[config.mk]
export PLATFORM = sky130hd
export DESIGN_NAME = nibble_image_rle_decoder_unit
export DESIGN_NICKNAME = d
export VERILOG_FILES = /design/src/hw/rtl/nirle_pkg.sv /design/src/hw/rtl/nirle_front.sv /design/src/hw/rtl/nirle_core.sv /design/src/hw/rtl/nibble_image_rle_decoder_unit.sv
export SDC_FILE = /design/constraint.sdc
export NUM_CORES = 2
export LEC_CHECK = 0
export ABC_AREA = 0
export BUFFER_PORTS_ARGS = -buffer_cell sky130_fd_sc_hd__buf_2
export CORE_ASPECT_RATIO = 1.4
export CORE_UTILIZATION = 60
export CTS_CLUSTER_DIAMETER = 200
export DETAILED_ROUTE_END_ITERATION = 10
export PLACE_DENSITY = 0.76
export SYNTH_ARGS = -nofsm -noshare
export SYNTH_HDL_FRONTEND = slang
export SYNTH_SLANG_ARGS = --single-unit
export TNS_END_PERCENT = 50
[constraint.sdc]
create_clock -name clk -period 71.2 [get_ports clk]
set_input_delay 21.36 -clock clk [delete_from_list [all_inputs] [get_ports clk]]
set_output_delay 21.36 -clock clk [all_outputs]
set_load 0.05 [all_outputs]
[src/hw/rtl/nirle_pkg.sv]
// shared types, codes and helpers for the nibble image rle decoder
package nirle_pkg;

  localparam int unsigned PosW  = 18;
  localparam int unsigned RunW  = 17;
  localparam int unsigned UsedW = 20;
  localparam int unsigned OutWW = 10;
  localparam int unsigned OutHW = 9;

  typedef enum logic [2:0] {
    PH_HEADER  = 3'd0,
    PH_CMD     = 3'd1,
    PH_COUNT1  = 3'd2,
    PH_COUNT2  = 3'd3,
    PH_RUN     = 3'd4,
    PH_LITERAL = 3'd5,
    PH_SKIP    = 3'd6
  } phase_t;

  typedef enum logic [2:0] {
    ST_OK       = 3'd0,
    ST_BAD_SIZE = 3'd1,
    ST_OVER_CAP = 3'd2,
    ST_RUN_OVF  = 3'd3,
    ST_TRUNC    = 3'd4,
    ST_BAD_COPY = 3'd5,
    ST_RESERVED = 3'd6,
    ST_BUSY     = 3'd7
  } status_t;

  localparam logic [1:0] MODE_FILL = 2'd0;
  localparam logic [1:0] MODE_LIT  = 2'd1;
  localparam logic [1:0] MODE_COPY = 2'd3;

  localparam logic OP_BYTE = 1'b0;
  localparam logic OP_TICK = 1'b1;

  localparam logic [PosW-1:0] CapReset = 18'd256000;

  typedef struct packed {
    logic       op;
    logic [7:0] data_byte;
    logic       stream_end;
  } item_t;

  function automatic logic awaiting_byte(phase_t ph, logic lead, logic nib);
    logic r;
    r = (ph == PH_HEADER) || (ph == PH_CMD) || (ph == PH_COUNT1) || (ph == PH_COUNT2) ||
        ((ph == PH_LITERAL) && !lead && !nib);
    return r;
  endfunction

endpackage

[src/hw/rtl/nirle_front.sv]
// front queue: takes input beats and holds them for the decode core
module nirle_front import nirle_pkg::*; (
  input  logic  clk,
  input  logic  rst_n,
  input  logic  in_valid,
  output logic  in_ready,
  input  item_t in_item,
  output logic  q_valid,
  input  logic  q_ready,
  output item_t q_item
);

  item_t       ent_r [2];
  logic        wp_r, wp_nxt, rp_r, rp_nxt;
  logic [1:0]  cnt_r, cnt_nxt;
  logic        push, pop;

  assign in_ready = (cnt_r != 2'd2);
  assign q_valid  = (cnt_r != 2'd0);
  assign q_item   = ent_r[rp_r];
  assign push     = in_valid && in_ready;
  assign pop      = q_valid && q_ready;

  always_comb begin
    wp_nxt  = push ? ~wp_r : wp_r;
    rp_nxt  = pop ? ~rp_r : rp_r;
    cnt_nxt = cnt_r + {1'b0, push} - {1'b0, pop};
  end

  always_ff @(posedge clk) begin
    if (!rst_n) begin
      wp_r  <= 1'b0;
      rp_r  <= 1'b0;
      cnt_r <= 2'd0;
    end else begin
      wp_r  <= wp_nxt;
      rp_r  <= rp_nxt;
      cnt_r <= cnt_nxt;
    end
  end

  always_ff @(posedge clk) begin
    if (push) ent_r[wp_r] <= in_item;
  end

endmodule

[src/hw/rtl/nirle_core.sv]
// decode core: command parsing, run state, line store and result register
module nirle_core import nirle_pkg::*; #(
  parameter int unsigned MAX_WIDTH  = 640,
  parameter int unsigned MAX_HEIGHT = 400
) (
  input  logic                clk,
  input  logic                rst_n,
  input  logic [PosW-1:0]     capacity,
  input  logic                q_valid,
  output logic                q_ready,
  input  item_t               q_item,
  output logic                out_valid,
  input  logic                out_ready,
  output logic                out_kind,
  output logic [3:0]          out_pixel,
  output logic [PosW-1:0]     out_pixel_index,
  output logic [OutWW-1:0]    out_width,
  output logic [OutHW-1:0]    out_height,
  output logic [2:0]          out_status,
  output logic [UsedW-1:0]    out_bytes_used,
  output logic                out_last
);

  localparam int unsigned WW   = $clog2(MAX_WIDTH + 1);
  localparam int unsigned HW   = $clog2(MAX_HEIGHT + 1);
  localparam int unsigned COLW = (MAX_WIDTH > 1) ? $clog2(MAX_WIDTH) : 1;

  phase_t            ph_r, ph_nxt;
  logic [2:0]        hc_r, hc_nxt;
  logic [7:0]        chi_r, chi_nxt;
  logic [WW-1:0]     w_r, w_nxt;
  logic [HW-1:0]     h_r, h_nxt;
  logic [PosW-1:0]   tot_r, tot_nxt;
  logic [PosW-1:0]   pos_r, pos_nxt;
  logic [COLW-1:0]   col_r, col_nxt;
  logic [2:0]        mode_r, mode_nxt;
  logic [RunW-1:0]   left_r, left_nxt;
  logic [3:0]        color_r, color_nxt;
  logic [3:0]        held_r, held_nxt;
  logic              nib_r, nib_nxt, lead_r, lead_nxt;
  logic              endf_r, endf_nxt, bad_r, bad_nxt;
  logic [UsedW-1:0]  bseen_r, bseen_nxt;

  logic              ov_r, ov_nxt;
  logic              okind_r, okind_nxt;
  logic [3:0]        opix_r, opix_nxt;
  logic [PosW-1:0]   oidx_r, oidx_nxt;
  logic [OutWW-1:0]  ow_r, ow_nxt;
  logic [OutHW-1:0]  oh_r, oh_nxt;
  status_t           ost_r, ost_nxt;
  logic [UsedW-1:0]  oused_r, oused_nxt;
  logic              olast_r, olast_nxt;

  logic [3:0]        line_mem [MAX_WIDTH];
  logic [3:0]        rd_q;
  logic              we;
  logic [COLW-1:0]   wa;
  logic [3:0]        wd;

  logic              adv, res, fl, emit, restart;
  status_t           fst;
  logic [3:0]        ep;
  logic [15:0]       hv;
  logic [WW+HW-1:0]  prod;
  logic [RunW-1:0]   cnt;
  logic [PosW-1:0]   rem;
  logic [WW:0]       col_inc;

  assign q_ready = !ov_r || out_ready;
  assign adv     = q_valid && q_ready;

  always_comb begin
    ph_nxt = ph_r; hc_nxt = hc_r; chi_nxt = chi_r; w_nxt = w_r; h_nxt = h_r;
    tot_nxt = tot_r; pos_nxt = pos_r; col_nxt = col_r; mode_nxt = mode_r;
    left_nxt = left_r; color_nxt = color_r; held_nxt = held_r; nib_nxt = nib_r;
    lead_nxt = lead_r; endf_nxt = endf_r; bad_nxt = bad_r; bseen_nxt = bseen_r;
    okind_nxt = okind_r; opix_nxt = opix_r; oidx_nxt = oidx_r; ow_nxt = ow_r;
    oh_nxt = oh_r; ost_nxt = ost_r; oused_nxt = oused_r; olast_nxt = olast_r;
    res = 1'b0; fl = 1'b0; fst = ST_OK; emit = 1'b0; ep = 4'd0; restart = 1'b0;
    we = 1'b0; wa = col_r; wd = 4'd0;
    hv = {chi_r, q_item.data_byte};
    prod = '0;
    cnt = '0;
    rem = tot_r - pos_r;
    col_inc = '0;

    if (adv) begin
      if (q_item.op == OP_BYTE) begin
        if (ph_r == PH_SKIP) begin
          if (q_item.stream_end) restart = 1'b1;
        end else begin
          if (q_item.stream_end) endf_nxt = 1'b1;
          if (ph_r == PH_RUN || (ph_r == PH_LITERAL && (lead_r || nib_r))) begin
            fl = 1'b1; fst = ST_BUSY;
          end else begin
            if (bseen_r != '1) bseen_nxt = bseen_r + 1'b1;
            unique case (ph_r)
              PH_HEADER: begin
                if (hc_r == 3'd0 || hc_r == 3'd2) begin
                  chi_nxt = q_item.data_byte;
                end else if (hc_r == 3'd1) begin
                  if (hv == 16'd0 || hv > 16'(MAX_WIDTH)) bad_nxt = 1'b1;
                  else w_nxt = hv[WW-1:0];
                end else begin
                  if (hv == 16'd0 || hv > 16'(MAX_HEIGHT)) bad_nxt = 1'b1;
                  else h_nxt = hv[HW-1:0];
                end
                hc_nxt = hc_r + 3'd1;
                if (hc_nxt >= 3'd4) begin
                  prod = (WW+HW)'(w_nxt) * (WW+HW)'(h_nxt);
                  if (bad_nxt) begin
                    w_nxt = '0; h_nxt = '0; fl = 1'b1; fst = ST_BAD_SIZE;
                  end else if ((WW+HW+PosW)'(prod) > (WW+HW+PosW)'(capacity)) begin
                    w_nxt = '0; h_nxt = '0; fl = 1'b1; fst = ST_OVER_CAP;
                  end else begin
                    tot_nxt = PosW'(prod);
                    ph_nxt = PH_CMD;
                  end
                end
              end
              PH_CMD: begin
                color_nxt = q_item.data_byte[3:0];
                if (!q_item.data_byte[7]) begin
                  cnt = RunW'(q_item.data_byte[6:4]) + 1'b1;
                  if (PosW'(cnt) > rem) begin
                    fl = 1'b1; fst = ST_RUN_OVF;
                  end else begin
                    mode_nxt = 3'd0; left_nxt = cnt; ph_nxt = PH_RUN;
                  end
                end else begin
                  mode_nxt = q_item.data_byte[6:4];
                  ph_nxt = PH_COUNT1;
                end
              end
              PH_COUNT1, PH_COUNT2: begin
                if (ph_r == PH_COUNT1 && mode_r[2]) begin
                  chi_nxt = q_item.data_byte;
                  ph_nxt = PH_COUNT2;
                end else begin
                  if (ph_r == PH_COUNT2) cnt = RunW'(hv) + 1'b1;
                  else cnt = RunW'(q_item.data_byte) + 1'b1;
                  // long command start
                  unique case (mode_r[1:0])
                    MODE_FILL: begin
                      if (PosW'(cnt) > rem) begin fl = 1'b1; fst = ST_RUN_OVF; end
                      else begin left_nxt = cnt; ph_nxt = PH_RUN; end
                    end
                    MODE_LIT: begin
                      if (PosW'(cnt) > rem) begin fl = 1'b1; fst = ST_RUN_OVF; end
                      else begin
                        lead_nxt = cnt[0];
                        left_nxt = cnt >> 1;
                        ph_nxt = PH_LITERAL;
                      end
                    end
                    MODE_COPY: begin
                      if (PosW'(cnt) >= rem || pos_r < PosW'(w_r) ||
                          PosW'(cnt) > PosW'(col_r) + PosW'(w_r)) begin
                        fl = 1'b1; fst = ST_BAD_COPY;
                      end else begin
                        left_nxt = cnt + 1'b1; ph_nxt = PH_RUN;
                      end
                    end
                    default: begin
                      fl = 1'b1; fst = ST_RESERVED;
                    end
                  endcase
                end
              end
              default: begin
                // literal pair byte
                color_nxt = q_item.data_byte[7:4];
                lead_nxt = 1'b1;
                held_nxt = q_item.data_byte[3:0];
                nib_nxt = 1'b1;
                if (left_r != '0) left_nxt = left_r - 1'b1;
              end
            endcase
            if (!fl && awaiting_byte(ph_nxt, lead_nxt, nib_nxt) && endf_nxt) begin
              fl = 1'b1; fst = ST_TRUNC;
            end
          end
        end
      end else begin
        if (ph_r == PH_RUN) begin
          if (mode_r[1:0] == MODE_COPY && left_r != RunW'(1)) ep = rd_q;
          else ep = color_r;
          if (left_r != '0) left_nxt = left_r - 1'b1;
          emit = 1'b1;
        end else if (ph_r == PH_LITERAL && (lead_r || nib_r)) begin
          if (lead_r) begin ep = color_r; lead_nxt = 1'b0; end
          else begin ep = held_r; nib_nxt = 1'b0; end
          emit = 1'b1;
        end else if (ph_r != PH_SKIP && awaiting_byte(ph_r, lead_r, nib_r) && endf_r) begin
          fl = 1'b1; fst = ST_TRUNC;
        end
      end
    end

    if (emit) begin
      we = 1'b1; wa = col_r; wd = ep;
      res = 1'b1;
      okind_nxt = 1'b0; opix_nxt = ep; oidx_nxt = pos_r;
      ow_nxt = OutWW'(w_r); oh_nxt = OutHW'(h_r);
      ost_nxt = ST_OK; oused_nxt = '0; olast_nxt = 1'b0;
      pos_nxt = pos_r + 1'b1;
      col_inc = (WW+1)'(col_r) + 1'b1;
      col_nxt = (col_inc >= (WW+1)'(w_r)) ? '0 : COLW'(col_inc);
      if (pos_nxt >= tot_r) begin
        oused_nxt = bseen_r; olast_nxt = 1'b1;
        if (endf_nxt) restart = 1'b1;
        else ph_nxt = PH_SKIP;
      end else if (ph_r == PH_RUN && left_nxt == '0) begin
        ph_nxt = PH_CMD;
      end else if (ph_r == PH_LITERAL && !lead_nxt && !nib_nxt && left_nxt == '0) begin
        ph_nxt = PH_CMD;
      end
    end

    if (fl) begin
      res = 1'b1;
      okind_nxt = 1'b1; opix_nxt = 4'd0; oidx_nxt = pos_r;
      ow_nxt = OutWW'(w_nxt); oh_nxt = OutHW'(h_nxt);
      ost_nxt = fst; oused_nxt = '0; olast_nxt = 1'b1;
      if (endf_nxt) restart = 1'b1;
      else ph_nxt = PH_SKIP;
    end

    if (restart) begin
      ph_nxt = PH_HEADER; hc_nxt = '0; chi_nxt = '0; w_nxt = '0; h_nxt = '0;
      tot_nxt = '0; pos_nxt = '0; col_nxt = '0; mode_nxt = '0; left_nxt = '0;
      color_nxt = '0; held_nxt = '0; nib_nxt = 1'b0; lead_nxt = 1'b0;
      endf_nxt = 1'b0; bad_nxt = 1'b0; bseen_nxt = '0;
    end

    if (res) ov_nxt = 1'b1;
    else if (out_ready) ov_nxt = 1'b0;
    else ov_nxt = ov_r;
  end

  always_ff @(posedge clk) begin
    if (!rst_n) begin
      ph_r <= PH_HEADER; hc_r <= '0; chi_r <= '0; w_r <= '0; h_r <= '0;
      tot_r <= '0; pos_r <= '0; col_r <= '0; mode_r <= '0; left_r <= '0;
      color_r <= '0; held_r <= '0; nib_r <= 1'b0; lead_r <= 1'b0;
      endf_r <= 1'b0; bad_r <= 1'b0; bseen_r <= '0; ov_r <= 1'b0;
    end else begin
      ph_r <= ph_nxt; hc_r <= hc_nxt; chi_r <= chi_nxt; w_r <= w_nxt; h_r <= h_nxt;
      tot_r <= tot_nxt; pos_r <= pos_nxt; col_r <= col_nxt; mode_r <= mode_nxt;
      left_r <= left_nxt; color_r <= color_nxt; held_r <= held_nxt; nib_r <= nib_nxt;
      lead_r <= lead_nxt; endf_r <= endf_nxt; bad_r <= bad_nxt; bseen_r <= bseen_nxt;
      ov_r <= ov_nxt;
    end
  end

  always_ff @(posedge clk) begin
    okind_r <= okind_nxt; opix_r <= opix_nxt; oidx_r <= oidx_nxt; ow_r <= ow_nxt;
    oh_r <= oh_nxt; ost_r <= ost_nxt; oused_r <= oused_nxt; olast_r <= olast_nxt;
  end

  // prefetch the entry under the next column, forwarding a same-address write
  always_ff @(posedge clk) begin
    if (we) line_mem[wa] <= wd;
    if (we && wa == col_nxt) rd_q <= wd;
    else rd_q <= line_mem[col_nxt];
  end

  assign out_valid       = ov_r;
  assign out_kind        = okind_r;
  assign out_pixel       = opix_r;
  assign out_pixel_index = oidx_r;
  assign out_width       = ow_r;
  assign out_height      = oh_r;
  assign out_status      = ost_r;
  assign out_bytes_used  = oused_r;
  assign out_last        = olast_r;

endmodule

[src/hw/rtl/nibble_image_rle_decoder_unit.sv]
// top level of the nibble image run-length decoder
// usage:
//   the input channel carries stream bytes (in_op 0) and drain ticks (in_op 1).
//   the first four bytes give big-endian width and height; command bytes follow.
//   each drain tick returns one pixel beat while pixels are pending, else an error or nothing.
//   errors come out as a beat with out_kind 1 and out_last set.
//   the final pixel of an image carries out_last and the byte count.
// timing:
//   an accepted beat enters a two-entry queue, then the decode core, then the
//   result register.
//   one item per cycle sustained; the core advances whenever the result
//   register is empty or being taken in the same cycle.
// stall: when out_ready is low the result is held and the core waits; the
//   queue still takes up to two more beats before in_ready drops.
// reset: rst_n (synchronous) returns to header wait, clears the queue and
//   sets pixel_capacity to 256000; the line store holds no reset value.
// config: pixel_capacity at byte address 0; write it only while idle (not enforced).
module nibble_image_rle_decoder_unit import nirle_pkg::*; #(
  parameter int unsigned MAX_WIDTH  = 640,
  parameter int unsigned MAX_HEIGHT = 400
) (
  input  logic              clk,
  input  logic              rst_n,
  input  logic              in_valid,
  output logic              in_ready,
  input  logic              in_op,
  input  logic [7:0]        in_data_byte,
  input  logic              in_stream_end,
  output logic              out_valid,
  input  logic              out_ready,
  output logic              out_kind,
  output logic [3:0]        out_pixel,
  output logic [PosW-1:0]   out_pixel_index,
  output logic [OutWW-1:0]  out_width,
  output logic [OutHW-1:0]  out_height,
  output logic [2:0]        out_status,
  output logic [UsedW-1:0]  out_bytes_used,
  output logic              out_last,
  input  logic              psel,
  input  logic              penable,
  input  logic              pwrite,
  input  logic [2:0]        paddr,
  input  logic [31:0]       pwdata,
  output logic [31:0]       prdata,
  output logic              pready
);

  logic [PosW-1:0] cap_r, cap_nxt;
  item_t           in_item, q_item;
  logic            q_valid, q_ready;

  assign in_item = '{op: in_op, data_byte: in_data_byte, stream_end: in_stream_end};
  assign pready  = 1'b1;
  assign prdata  = (paddr[2] == 1'b0) ? 32'(cap_r) : 32'd0;

  always_comb begin
    cap_nxt = cap_r;
    if (psel && penable && pwrite && !paddr[2]) cap_nxt = pwdata[PosW-1:0];
  end

  always_ff @(posedge clk) begin
    if (!rst_n) cap_r <= CapReset;
    else cap_r <= cap_nxt;
  end

  nirle_front u_front (
    .clk     (clk),
    .rst_n   (rst_n),
    .in_valid(in_valid),
    .in_ready(in_ready),
    .in_item (in_item),
    .q_valid (q_valid),
    .q_ready (q_ready),
    .q_item  (q_item)
  );

  nirle_core #(
    .MAX_WIDTH (MAX_WIDTH),
    .MAX_HEIGHT(MAX_HEIGHT)
  ) u_core (
    .clk            (clk),
    .rst_n          (rst_n),
    .capacity       (cap_r),
    .q_valid        (q_valid),
    .q_ready        (q_ready),
    .q_item         (q_item),
    .out_valid      (out_valid),
    .out_ready      (out_ready),
    .out_kind       (out_kind),
    .out_pixel      (out_pixel),
    .out_pixel_index(out_pixel_index),
    .out_width      (out_width),
    .out_height     (out_height),
    .out_status     (out_status),
    .out_bytes_used (out_bytes_used),
    .out_last       (out_last)
  );

endmodule

==> results.toml <==
[yosys]
synth_top_area_share_pct = 65.4
ys_types = 96
ys_top_cells_by_area = "edfxtp_1 (65%), mux4_2 (16%), dfxtp_1 (3.2%), nor2_1 (3.1%), ha_1 (1.8%)"
yosysMostFrequentCell = "edfxtp_1"
synthesis.instances = 6908
synth_common_cells = "edfxtp_1 (2620), nor2_1 (981), mux4_2 (848)"
yosysWarnings = 0
seq_area_frac_synth_pct = 68.6
synth-async-reset-ratio_pct = 0
synth_seq_cells = 2811
avgSynthCellArea_um2 = 17.4
synth.cell_area_mm2 = 0.120
synth_edf_count = 2620
synth_top_area_cell = "edfxtp_1"
ys.flop_type = "edfxtp_1"

[drt]
ant_nets = 0
vias = 66300
firstDrtPassIters = 8
drtIter0Drc = 7693
routed_wl_um = 314000
detail_route.vias_per_cell = 6.73
routedWlPerCell_um = 31.9
drc_errors = 0

[status]
status = "finished, final reports clean"

[floorplan]
fp.dieH_um = 532
initial_core_util_pct = 60.3
num_rows = 194
die_w_um = 380
die_area_mm2 = 0.202
coreArea_mm2 = 0.199
ios = 153

[run]
max-cap-violations = 0

[timing]
fin_crit_sh_pct = 60.9
worst_pin_slew_ns = 1.32
max_freq_mhz = 23.1
maxSlewViolCount = 0
hold_slack_ns = 0.447
relSlewSlack_pct = 11.8
rsz0062_at_grt = "no"
finalClockSkew_ns = 0.0655
hold_viol_final = 0
setup_viol = 0
min_period_ns = 43.37
tns_ns = 0

[grt]
track_usage_pct = 31.1
grt_max_degree = 253
grt_pass1_vias = 67500
antenna_found_initial = 6
grt_pass1_wl_um = 457000
grt-ovfl-total = 0

[worst_setup_path]
slowest_stage = "buf_2"
cp_max_fo = 20
cp_cell_sequence = "buf_2 > nor2_1 > buf_2"
crit_arrival_ns = 22.01
worst-r2r-cell-count = 40
critical_path_class = "in2out"
startpoint_type = "input port"
crit_path_end_kind = "output pin"
cp.required_ns = 49.84
path_common_cell = "buf_2"
cp_slowest_stage_delay_ns = 0.28

[clock_network]
cts_setup_buffers = 0
cts_buffer_depth = 4
cts_resized = 0
cts.htree.levels = 4
cts_root_buf = "clkbuf_16"
cts_buffers = 245
worstSkewPairLatency_ns = 0.91
postCtsHoldBufs = 0
clk_pin_slew_ns = 0.06
cts.sinks = 2811
tritoncts = "done"

[hold_path]
min_path_cells = 1
hp-class = "reg2reg"

[finish]
syn_to_final_growth_pct = 9.74
drive_gt1_share_pct = 22.4
final_cell_area_mm2 = 0.132
layout.nets = 7274
n_fill_cell = 12500

[power_and_ir_drop]
cellPowerDensity_mw_per_mm2 = 26.9
p_leak_nw = 40.8
peakVddDrop_mv = 0.0397

[placement]
dpl-instance-area_mm2 = 0.124
port_buffers = 121
dp_hpwl_um = 187000
place.gp.congestion = 0.941
-- worst max-delay path, delay by kind of cell --
kind	cells	cell delay (ns)
buffers and inverters	2	0.48
and+or+nand+nor	1	0.16
-- layer usage --
metal  up-vias  routed length, um  global-route usage, %
met1     34100             104000                   37.0
met5         -                  0                      0
met3       926              28400                   5.86
met2      3986             161000                   53.3
met4         0              20800                   17.7
li1      27300                  -                      -
-- sequential cells by signal, summed over array words and instances, names as in the netlist, 17 cells and up, named ones only --
register,count
u_core.left_r,17
u_core.pos_r,18
u_core.line_mem,2560
u_core.out_pixel_index,18
u_front.ent_r,20
u_core.tot_r,18
u_core.bseen_r,20
cap_r,18
u_core.out_bytes_used,20
-- final cells by class --
cell class	instances	area (um2)	share of cell area [%]
clock inverters	161	1780	1.35
well taps	2646	3310	2.51
multi-input cells	3457	35400	26.8
repair buffers	267	1760	1.34
inverters	209	785	0.594
flip-flops and latches	2811	82500	62.5
clock buffers	292	6410	4.86
diodes	8	20.0	0.0152
-- layout by cell type, fill, tap and decap left out, drive strengths merged, types with 14 or more instances in the layout --
master	n
a211o	14
a211oi	43
a21boi	16
a21o	30
a21oi	129
a22o	23
a31oi	19
a32oi	14
and2	15
and3	28
buf	267
bufinv	35
clkbuf	292
clkinv	93
clkinvlp	22
conb	15
dfxtp	191
edfxtp	2620
fa	59
ha	172
inv	220
mux2	33
mux2i	51
mux4	848
nand2	264
nand2b	27
nand3	75
nand4	40
nor2	983
nor2b	35
nor3	52
o211ai	27
o21a	18
o21ai	98
o21bai	14
or3	20
xnor2	97
xor2	31
-- where the power goes --
part	total (W)	switching [W]	internal (W)
sequential	0.00182	0.0000187	0.00180
clock	0.00138	0.000605	0.000771
combinational	0.000355	0.000253	0.000102
-- final timing paths --
check	slack [ns]	end	from
hold reg to reg	0.45	u_core.out_pixel[2]$_SDFFE_PN0P_	u_core.out_pixel[2]$_SDFFE_PN0P_
setup / recovery	27.83	prdata[10]	paddr[2]
setup reg to reg	58.92	u_core.out_height[2]$_DFFE_PP_	flip-flop
hold / removal	0.45	u_core.out_pixel[2]$_SDFFE_PN0P_	u_core.out_pixel[2]$_SDFFE_PN0P_
-- stage by stage --
step,util (%),setup WS [ns],instances,power (W)
floorplan,-,18.98,6921,0.00209
global placement,62.1,27.88,9390,0.00219
detailed placement,62.1,27.84,9390,0.00220
CTS,66.2,27.84,9843,0.00355
global route,66.2,27.78,9844,0.00363
finish,66.2,27.83,9851,0.00355
-- cells by family (layout without fill, tap and decap cells) --
logic type / count (synthesis) / count (layout) / share of synthesized area [%]
other cells: 2 / 23 / 0.00624
mux: 932 / 932 / 16.6
xor+xnor: 128 / 128 / 0.945
simple gates: 1605 / 1605 / 5.75
buf+inv: 653 / 929 / 2.18
compound gates: 546 / 546 / 3.10
fa+ha+maj: 231 / 231 / 2.77
flops: 2811 / 2811 / 68.6
Power figures use the tool's default switching activity.
